<file path="src/hdl/assert_macros.svh">
// Assertion macros shared by the RTL
`ifndef ASSERT_MACROS_SVH
`define ASSERT_MACROS_SVH
`define ASSERT_IMPL(lbl, prop) \
  lbl: assert property (@(posedge clk_i) disable iff (!rst_ni) (prop)) else $error("%m: lbl");
`define ASSERT_NEXT(lbl, a, b) \
  lbl: assert property (@(posedge clk_i) disable iff (!rst_ni) (a) |=> (b)) else $error("%m: lbl");
`endif

</file>
<file path="src/hdl/nicr_pkg.sv">
// Package for the Newton implicit curve root finder
package nicr_pkg;
  localparam int FRAC_BITS = 28;
  localparam int WORD_WIDTH = 32;
  localparam int DIV_STEPS = 128;

  typedef enum logic [1:0] {
    ST_CONV = 2'd0,
    ST_ESC = 2'd1,
    ST_LIMIT = 2'd2,
    ST_ZERO = 2'd3
  } status_e;

  typedef enum logic [3:0] {
    OP_XX, OP_X4, OP_X2F, OP_YY, OP_X3, OP_D1, OP_D2, OP_X8, OP_DIV
  } op_e;

  typedef enum logic [2:0] {
    S_IDLE, S_CHECK, S_MUL, S_MULW, S_DIV, S_DIVW, S_UPD, S_OUT
  } state_e;

  typedef struct packed {
    logic load;
    logic start;
    op_e op;
    logic update;
  } cmd_t;

  typedef struct packed {
    logic busy;
    logic d_zero;
    logic conv;
    logic esc;
  } stat_t;

  localparam logic signed [63:0] QMAX = 64'sh7FFF_FFFF_FFFF_FFFF;
  localparam logic signed [63:0] QMIN = 64'sh8000_0000_0000_0000;

  function automatic logic signed [63:0] sat_add(logic signed [63:0] a,
                                                  logic signed [63:0] b);
    logic signed [64:0] s;
    s = 65'(a) + 65'(b);
    if (s > 65'(QMAX)) return QMAX;
    if (s < 65'(QMIN)) return QMIN;
    return s[63:0];
  endfunction

  function automatic logic signed [63:0] sat_sub(logic signed [63:0] a,
                                                  logic signed [63:0] b);
    logic signed [64:0] s;
    s = 65'(a) - 65'(b);
    if (s > 65'(QMAX)) return QMAX;
    if (s < 65'(QMIN)) return QMIN;
    return s[63:0];
  endfunction

  function automatic logic [63:0] mag(logic signed [63:0] v);
    return v[63] ? 64'(-v) : 64'(v);
  endfunction

  function automatic logic signed [63:0] smag(logic [63:0] m, logic neg);
    logic [63:0] r;
    r = m[63] ? 64'(QMAX) : m;
    return neg ? -$signed(r) : $signed(r);
  endfunction
endpackage

</file>
<file path="src/hdl/nicr_datapath.sv">
// Datapath: iterate registers, serial multiplier and serial divider
`include "assert_macros.svh"
module nicr_datapath (
  input  logic clk_i,
  input  logic rst_ni,
  input  nicr_pkg::cmd_t cmd_i,
  input  logic along_y_i,
  input  logic signed [30:0] x_i,
  input  logic signed [30:0] y_i,
  input  logic [15:0] tol_i,
  output nicr_pkg::stat_t stat_o,
  output logic signed [63:0] t_o
);
  import nicr_pkg::*;

  logic signed [63:0] x_q, x_d, y_q, y_d, t_q, t_d;
  logic signed [63:0] xx_q, f_q, d_q, acc_q;
  logic signed [63:0] ma_q, mb_q, res_q, res_d;
  logic [127:0] prod_q, prod_d;
  logic [63:0] mpc_q, mpc_d;
  logic [6:0] cnt_q, cnt_d;
  logic [63:0] rem_q, rem_d, ud_q, q_q, q_d;
  logic [127:0] num_q, num_d;
  logic ovf_q, ovf_d, neg_q, busy_q, busy_d, isdiv_q;
  op_e op_q;
  logic signed [63:0] four, eight, two;
  logic signed [63:0] nt, xs, ys;
  logic [63:0] un;
  logic [64:0] r2;
  logic top, ge;

  assign four = 64'sd4 <<< FRAC_BITS;
  assign eight = 64'sd8 <<< FRAC_BITS;
  assign two = 64'sd2 <<< FRAC_BITS;
  assign xs = along_y_i ? x_q : t_q;
  assign ys = along_y_i ? t_q : y_q;

  always_comb begin
    r2 = {rem_q, num_q[127]};
    top = rem_q[63];
    ge = top || (r2[63:0] >= ud_q);
    un = mag(f_q);
  end

  assign nt = sat_sub(t_q, res_q);

  always_comb begin
    x_d = x_q; y_d = y_q; t_d = t_q; res_d = res_q;
    prod_d = prod_q; mpc_d = mpc_q; cnt_d = cnt_q; busy_d = busy_q;
    rem_d = rem_q; num_d = num_q; q_d = q_q; ovf_d = ovf_q;
    if (cmd_i.load) begin
      x_d = 64'(x_i); y_d = 64'(y_i);
      t_d = along_y_i ? 64'(y_i) : 64'(x_i);
    end
    if (cmd_i.update) t_d = nt;
    if (cmd_i.start) begin
      busy_d = 1'b1; cnt_d = '0; prod_d = '0; rem_d = '0; q_d = '0; ovf_d = 1'b0;
      num_d = {un, 64'd0} >> (64 - FRAC_BITS);
    end else if (busy_q) begin
      cnt_d = cnt_q + 7'd1;
      if (isdiv_q) begin
        num_d = {num_q[126:0], 1'b0};
        if (ge) begin
          rem_d = r2[63:0] - ud_q;
          if (cnt_q <= 7'd64) ovf_d = 1'b1;
          else q_d = q_q | (64'd1 << (7'd127 - cnt_q));
        end else rem_d = r2[63:0];
        if (cnt_q == 7'(DIV_STEPS - 1)) busy_d = 1'b0;
      end else begin
        if (mpc_q[0]) prod_d = prod_q + {mag(ma_q), 64'd0};
        prod_d = {1'b0, prod_d[127:1]};
        if (cnt_q == 7'd63) busy_d = 1'b0;
      end
    end
    if (busy_q && !busy_d) begin
      if (isdiv_q) res_d = smag(ovf_d ? 64'(QMAX) : q_d, neg_q);
      else res_d = smag(mres_next(prod_d), ma_q[63] ^ mb_q[63]);
    end
    mpc_d = (cmd_i.start) ? mag(mb_sel()) : (busy_q ? {1'b0, mpc_q[63:1]} : mpc_q);
  end

  function automatic logic [63:0] mres_next(logic [127:0] p);
    return (p[127:64+FRAC_BITS] != '0) ? 64'(QMAX) : p[FRAC_BITS +: 64];
  endfunction

  function automatic logic signed [63:0] ma_sel();
    case (cmd_i.op)
      OP_XX: return xs;
      OP_X4: return xx_q;
      OP_X2F: return xx_q;
      OP_YY: return ys;
      OP_X3: return xs;
      OP_D1: return acc_q;
      OP_D2: return res_q;
      OP_X8: return along_y_i ? ys : xs;
      default: return f_q;
    endcase
  endfunction

  function automatic logic signed [63:0] mb_sel();
    case (cmd_i.op)
      OP_XX: return xs;
      OP_X4: return xx_q;
      OP_X2F: return four;
      OP_YY: return ys;
      OP_X3: return xs;
      OP_D1: return xs;
      OP_D2: return four;
      OP_X8: return along_y_i ? two : eight;
      default: return d_q;
    endcase
  endfunction

  always_ff @(posedge clk_i or negedge rst_ni) begin
    if (!rst_ni) begin
      busy_q <= 1'b0;
    end else begin
      busy_q <= busy_d;
    end
  end

  always_ff @(posedge clk_i) begin
    x_q <= x_d; y_q <= y_d; t_q <= t_d; res_q <= res_d;
    prod_q <= prod_d; mpc_q <= mpc_d; cnt_q <= cnt_d;
    rem_q <= rem_d; num_q <= num_d; q_q <= q_d; ovf_q <= ovf_d;
    if (cmd_i.start) begin
      op_q <= cmd_i.op;
      isdiv_q <= (cmd_i.op == OP_DIV);
      ma_q <= ma_sel();
      mb_q <= mb_sel();
      ud_q <= mag(d_q);
      neg_q <= f_q[63] ^ d_q[63];
    end
    if (busy_q && !busy_d) begin
      case (op_q)
        OP_XX: xx_q <= res_d;
        OP_X4: f_q <= res_d;
        OP_X2F: f_q <= sat_sub(f_q, res_d);
        OP_YY: f_q <= sat_add(f_q, res_d);
        OP_X3: acc_q <= res_d;
        OP_D1: acc_q <= res_d;
        OP_D2: d_q <= res_d;
        OP_X8: d_q <= along_y_i ? res_d : sat_sub(d_q, res_d);
        default: ;
      endcase
    end
  end

  assign stat_o.busy = busy_q;
  assign stat_o.d_zero = (d_q == '0);
  assign stat_o.conv = mag(sat_sub(nt, t_q)) <= 64'(tol_i);
  assign stat_o.esc = mag(nt) > 64'(two);
  assign t_o = t_q;

  `ASSERT_NEXT(a_start_busy, cmd_i.start, busy_q)
  `ASSERT_IMPL(a_no_start_busy, !(cmd_i.start && busy_q))
  `ASSERT_IMPL(a_no_upd_busy, !(cmd_i.update && busy_q))
endmodule

</file>
<file path="src/hdl/nicr_ctrl.sv">
// Controller: sequences the Newton steps and the handshake
`include "assert_macros.svh"
module nicr_ctrl (
  input  logic clk_i,
  input  logic rst_ni,
  input  logic in_valid_i,
  output logic in_ready_o,
  output logic out_valid_o,
  input  logic out_ready_i,
  input  logic along_y_i,
  input  logic [5:0] max_iter_i,
  input  nicr_pkg::stat_t stat_i,
  output nicr_pkg::cmd_t cmd_o,
  output logic [1:0] status_o
);
  import nicr_pkg::*;

  state_e state_q, state_d;
  op_e op_q, op_d;
  logic [5:0] k_q, k_d;
  status_e st_q, st_d;

  always_ff @(posedge clk_i or negedge rst_ni) begin
    if (!rst_ni) begin
      state_q <= S_IDLE; op_q <= OP_XX; k_q <= '0; st_q <= ST_LIMIT;
    end else begin
      state_q <= state_d; op_q <= op_d; k_q <= k_d; st_q <= st_d;
    end
  end

  always_comb begin
    state_d = state_q; op_d = op_q; k_d = k_q; st_d = st_q;
    cmd_o = '{load: 1'b0, start: 1'b0, op: op_q, update: 1'b0};
    in_ready_o = 1'b0; out_valid_o = 1'b0;
    case (state_q)
      S_IDLE: begin
        in_ready_o = 1'b1;
        if (in_valid_i) begin
          cmd_o.load = 1'b1; k_d = '0; st_d = ST_LIMIT;
          op_d = OP_XX;
          state_d = S_CHECK;
        end
      end
      S_CHECK: begin
        if (k_q >= max_iter_i) state_d = S_OUT;
        else state_d = S_MUL;
      end
      S_MUL: begin
        cmd_o.start = 1'b1; state_d = S_MULW;
      end
      S_MULW: begin
        if (!stat_i.busy) begin
          state_d = S_MUL;
          case (op_q)
            OP_XX: op_d = OP_X4;
            OP_X4: op_d = OP_X2F;
            OP_X2F: op_d = OP_YY;
            OP_YY: op_d = along_y_i ? OP_X8 : OP_X3;
            OP_X3: op_d = OP_D1;
            OP_D1: op_d = OP_D2;
            OP_D2: op_d = OP_X8;
            default: state_d = S_DIV;
          endcase
        end
      end
      S_DIV: begin
        if (stat_i.d_zero) begin
          st_d = ST_ZERO; state_d = S_OUT;
        end else begin
          cmd_o.op = OP_DIV; cmd_o.start = 1'b1; op_d = OP_DIV; state_d = S_DIVW;
        end
      end
      S_DIVW: if (!stat_i.busy) state_d = S_UPD;
      S_UPD: begin
        cmd_o.update = 1'b1; k_d = k_q + 6'd1;
        op_d = OP_XX;
        if (stat_i.conv || stat_i.esc) begin
          st_d = stat_i.esc ? ST_ESC : ST_CONV; state_d = S_OUT;
        end else state_d = S_CHECK;
      end
      S_OUT: begin
        out_valid_o = 1'b1;
        if (out_ready_i) state_d = S_IDLE;
      end
      default: state_d = S_IDLE;
    endcase
  end

  assign status_o = st_q;

  `ASSERT_IMPL(a_excl, !(in_ready_o && out_valid_o))
  `ASSERT_NEXT(a_load_check, in_valid_i && in_ready_o, state_q == S_CHECK)
  `ASSERT_IMPL(a_k_bound, (state_q != S_MUL) || (k_q < max_iter_i))
endmodule

</file>
<file path="src/hdl/newton_implicit_curve_root.sv">
// Newton implicit curve root finder, top level
// Usage:
// Input channel s_axis: tdata = {y_coord, x_coord} (31 bits each, signed
// Q3.28), tuser = command (0 solve along x, 1 along y). One item is worked
// at a time; s_axis_tready is high only while the block is idle.
// Output channel m_axis: tdata = root (32 bits), tuser = status.
// Each item takes k Newton steps, where k is at most max_iterations, and
// each step runs N_mul multiplications, N_mul being 5 along y and 8 along
// x, on the serial shift-add multiplier and then one division on the
// restoring divider, unless the divisor is zero.
// The result is held on m_axis until m_axis_tready; no new item is taken
// meanwhile. Reset clears the controller and sets max_iterations to 10
// and tolerance to 0. Configuration is written through cfg_we_i,
// cfg_index_i and cfg_data_i while idle.
module newton_implicit_curve_root (
  input  logic clk_i,
  input  logic rst_ni,
  input  logic s_axis_tvalid,
  output logic s_axis_tready,
  input  logic [63:0] s_axis_tdata, // x_coord[30:0], y_coord[61:31], zeros
  input  logic s_axis_tuser,        // command
  output logic m_axis_tvalid,
  input  logic m_axis_tready,
  output logic [31:0] m_axis_tdata, // root
  output logic [1:0] m_axis_tuser,  // status
  input  logic cfg_we_i,
  input  logic cfg_index_i,
  input  logic [15:0] cfg_data_i
);
  import nicr_pkg::*;

  logic [5:0] max_iter_q;
  logic [15:0] tol_q;
  logic along_y_q;
  cmd_t cmd;
  stat_t stat;
  logic signed [63:0] t;
  logic signed [63:0] wmax, wmin;

  always_ff @(posedge clk_i or negedge rst_ni) begin
    if (!rst_ni) begin
      max_iter_q <= 6'd10; tol_q <= '0; along_y_q <= 1'b0;
    end else begin
      if (cfg_we_i && !cfg_index_i) max_iter_q <= cfg_data_i[5:0];
      if (cfg_we_i && cfg_index_i) tol_q <= cfg_data_i;
      if (s_axis_tvalid && s_axis_tready) along_y_q <= s_axis_tuser;
    end
  end

  nicr_ctrl u_ctrl (
    .clk_i, .rst_ni,
    .in_valid_i(s_axis_tvalid), .in_ready_o(s_axis_tready),
    .out_valid_o(m_axis_tvalid), .out_ready_i(m_axis_tready),
    .along_y_i(s_axis_tready ? s_axis_tuser : along_y_q),
    .max_iter_i(max_iter_q), .stat_i(stat), .cmd_o(cmd), .status_o(m_axis_tuser)
  );

  nicr_datapath u_dp (
    .clk_i, .rst_ni, .cmd_i(cmd),
    .along_y_i(s_axis_tready ? s_axis_tuser : along_y_q),
    .x_i(s_axis_tdata[30:0]), .y_i(s_axis_tdata[61:31]),
    .tol_i(tol_q), .stat_o(stat), .t_o(t)
  );

  assign wmax = (64'sd1 <<< (WORD_WIDTH - 1)) - 64'sd1;
  assign wmin = -wmax - 64'sd1;
  assign m_axis_tdata = (t > wmax) ? wmax[31:0] : ((t < wmin) ? wmin[31:0] : t[31:0]);
endmodule
</file>
<file path="config.mk">
export PLATFORM = sky130hd
export DESIGN_NAME = newton_implicit_curve_root
export DESIGN_NICKNAME = d
export VERILOG_FILES = /design/src/hdl/nicr_pkg.sv /design/src/hdl/nicr_datapath.sv /design/src/hdl/nicr_ctrl.sv /design/src/hdl/newton_implicit_curve_root.sv
export VERILOG_INCLUDE_DIRS = /design/src /design/src/hdl
export SDC_FILE = /design/constraint.sdc
export NUM_CORES = 2
export LEC_CHECK = 0
export BUFFER_PORTS_ARGS = -buffer_cell sky130_fd_sc_hd__buf_2
export CAP_MARGIN = 20
export CELL_PAD_IN_SITES_DETAIL_PLACEMENT = 1
export CELL_PAD_IN_SITES_GLOBAL_PLACEMENT = 2
export CORE_MARGIN = 4
export CORE_UTILIZATION = 25
export CTS_CLUSTER_DIAMETER = 40
export DETAILED_ROUTE_END_ITERATION = 8
export PLACE_DENSITY = 0.61
export SLEW_MARGIN = 10
export SYNTH_ARGS = -nofsm -noshare
export SYNTH_HDL_FRONTEND = slang
export SYNTH_HIERARCHICAL = 1
export SYNTH_SLANG_ARGS = --single-unit
</file>
<file path="constraint.sdc">
create_clock -name clk_i -period 26.1 [get_ports clk_i]
set_input_delay 5.22 -clock clk_i [delete_from_list [all_inputs] [get_ports clk_i]]
set_output_delay 5.22 -clock clk_i [all_outputs]
set_load 0.01 [all_outputs]
</file>
==> reports/summary.txt <==
Hold Slack: 0.445 ns
Worst path required time: 26.77 ns
IO buf count: 120
F_max: 55.3 MHz
Post-Syn Area: 89400 um2
R2R cell count: 50
CP Data Arrival Time: 18.75 ns
Levels on crit path: 50
Clock Sinks: 1020
Top Ports: 123
EDFF count, synth: 645
Ys Warns: 6
Slew margin rel.: 0.132
Layout cells sized above 1: 0.102
CTS H-tree lvls: 5
Post-cts sizing count: 0
Worst Max-Slew Pin Slew: 1.30 ns
Initial drt markers: 8313
CP Launch Point: u_dp/ma_q[4]
Avg Synthesized Cell Area: 8.00 um2
Final Cycle Share: 0.693
Count of state elements after synthesis: 1020
Vias per cell: 5.73
Vias in the first global route: 92300
Initial Util: 0.251
# rows: 219
Max Slew Vio Count: 0
Die height: 606 um
Dominant cells by area after synthesis: edfxtp_1, dfxtp_1, ha_1
TritonRoute pass-1 iters: 9
Setup Total Neg Slack: 0 ns
Post-synthesis sequential area ratio: 0.303
Max Buffers Root-to-Sink: 4
Critical Path Sink Type: flip-flop
Busiest layer in global routing: met2
Crit-path max cell delay: 0.89 ns
Buf/Inv on CP: 5
P&R area growth vs syn: 17.7%
Setup CP Type: reg -> reg
Crit-path max FO: 28
Full die area: 367000 um2
Synth Instances: 11200
First-pass GRT wire length: 681 mm
# Post-CTS Setup Buffers: 0
Yosys top cell area share: 0.217
Core area: 356000 um2
Fin crit period: 18.08 ns
Post-route ant nets: 0
Grt met3 use: 0.0301
Design Area, Final: 105000 um2
Total CTS buffers: 270
Hold Path Class: reg -> reg
CTS root buf: clkbuf_16
Maxcap violations: 0
Crit start category: flip-flop
Synthesized Nets: 11800
Outcome: complete, no violations
GPL Wtd Cong: 0.961
Setup violations, final: 0
Routed len/inst: 29.9 um
CP endpoint: u_dp/d_q[38]
Reg clk slew, reported paths: 0.05 ns
RR Endpoint: u_dp/d_q[38]
Post-CTS Hold Fix Bufs: 0
Final hold vios: 0
RR Startpoint: u_dp/ma_q[4]
Synth async-reset ratio: 0.0382
Yosys cell types: 126
Commonest cells in the netlist: a21oi_1, nand2_1, nor2_1
DR vias: 92600
RSZ-0062 raised after global routing: false
Slowest-stage cell, CP: a2111oi_0
Worst-Skew Late Latency: 0.90 ns
GR Util met1: 0.335
Post-DP HPWL: 381 mm
Die Width: 606 um
R2R setup slack: 8.02 ns
Count leader, synth: a21oi_1
Leading registers by flop count: u_dp/num_q x100, u_dp/prod_q x100
Cell type with the highest aggregate area in the netlist: edfxtp_1
Dpl cell area: 95700 um2
Gr ovfl total: 0
WL final: 483 mm
Routing usage on met2: 0.403
Largest net degree at the start of global routing: 162
Delay-heaviest family, CP: simple AND/OR/NAND/NOR gates
Gr usage total: 0.251
Clk_skew: 0.0649 ns
Initial antenna violation count: 45
Drt drc: 0
Final #Nets: 11800
CTS tree: built
Cell repeated most along the worst path: or3_1
Main synth FF type: edfxtp_1
routing by layer:
metal	wire length [um]	vias to the layer above	part of all wire
li1	-	41900	-
met1	211000	46900	0.44
met2	218000	3083	0.45
met3	28300	731	0.059
met4	25200	4	0.052
met5	21	-	0.000043
final cells by class:
type	instances	area, um2
fill	41800	251000
multi-input combinational	8925	57900
sequential	1020	27100
clock buffer	323	7260
tap	4751	5940
timing repair buffer	385	2630
clock inverter	165	2160
inverter	572	2150
antenna	8	20.0
stage by stage:
step	std cells	setup WS, ns	utilization
after detailed placement	15700	8.25	0.269
after CTS	16100	8.14	0.295
after floorplan	11200	7.80	-
final	16100	8.02	0.296
after global placement	15600	8.30	0.269
after global routing	16100	7.29	0.295
logic make-up after synthesis:
logic type / count (synthesis) / share of synthesized area
xor+xnor: 615 / 0.0604
flops: 1020 / 0.303
compound gates: 3916 / 0.286
simple gates: 3631 / 0.195
fa+ha+maj: 545 / 0.0761
buf+inv: 1228 / 0.0530
mux: 218 / 0.0257
how the worst min path moves through the flow:
stage | from | to | slack [ns] | depth (start not counted)
2_1_floorplan | u_dp/q_q[63] | u_dp/q_q[63] | 0.43 | 2
3_3_place_gp | u_dp/num_q[94] | u_dp/num_q[95] | 0.44 | 2
3_5_place_dp | u_dp/num_q[102] | u_dp/num_q[103] | 0.45 | 2
4_1_cts | u_dp/num_q[102] | u_dp/num_q[103] | 0.45 | 2
5_1_grt | u_dp/num_q[93] | u_dp/num_q[93] | 0.47 | 2
6_report | u_dp/num_q[99] | u_dp/num_q[100] | 0.45 | 2
worst reg2reg max path, delay by kind of cell, from the launching register on:
family | cells | cell delay, ns
muxes | 2 | 0.35
adders and majority gates | 3 | 1.11
DFF | 1 | 0.47
AOI/OAI and AO/OA | 15 | 5.46
and+or+nand+nor | 23 | 8.19
xor gates and xnor gates | 2 | 0.99
buffers and inverters | 5 | 1.30
cells in the final DEF (no fill, tap or decap), drive strengths merged, types with 103 or more instances in the layout:
master	count
dfxtp	336
edfxtp	645
nor3	277
and3	105
xor2	165
or3	121
buf	385
a21oi	1251
xnor2	450
a31oi	145
mux2i	128
nand3	249
o21ai	730
ha	511
nor2	1004
o211ai	121
clkbuf	323
nor4	143
a211oi	134
a22oi	104
nand4	152
nand2	1070
o21a	103
a21o	275
o31ai	128
inv	592
Power is not shown: default switching activity piles up to over one toggle a cycle in this logic, so the estimate is an artifact.
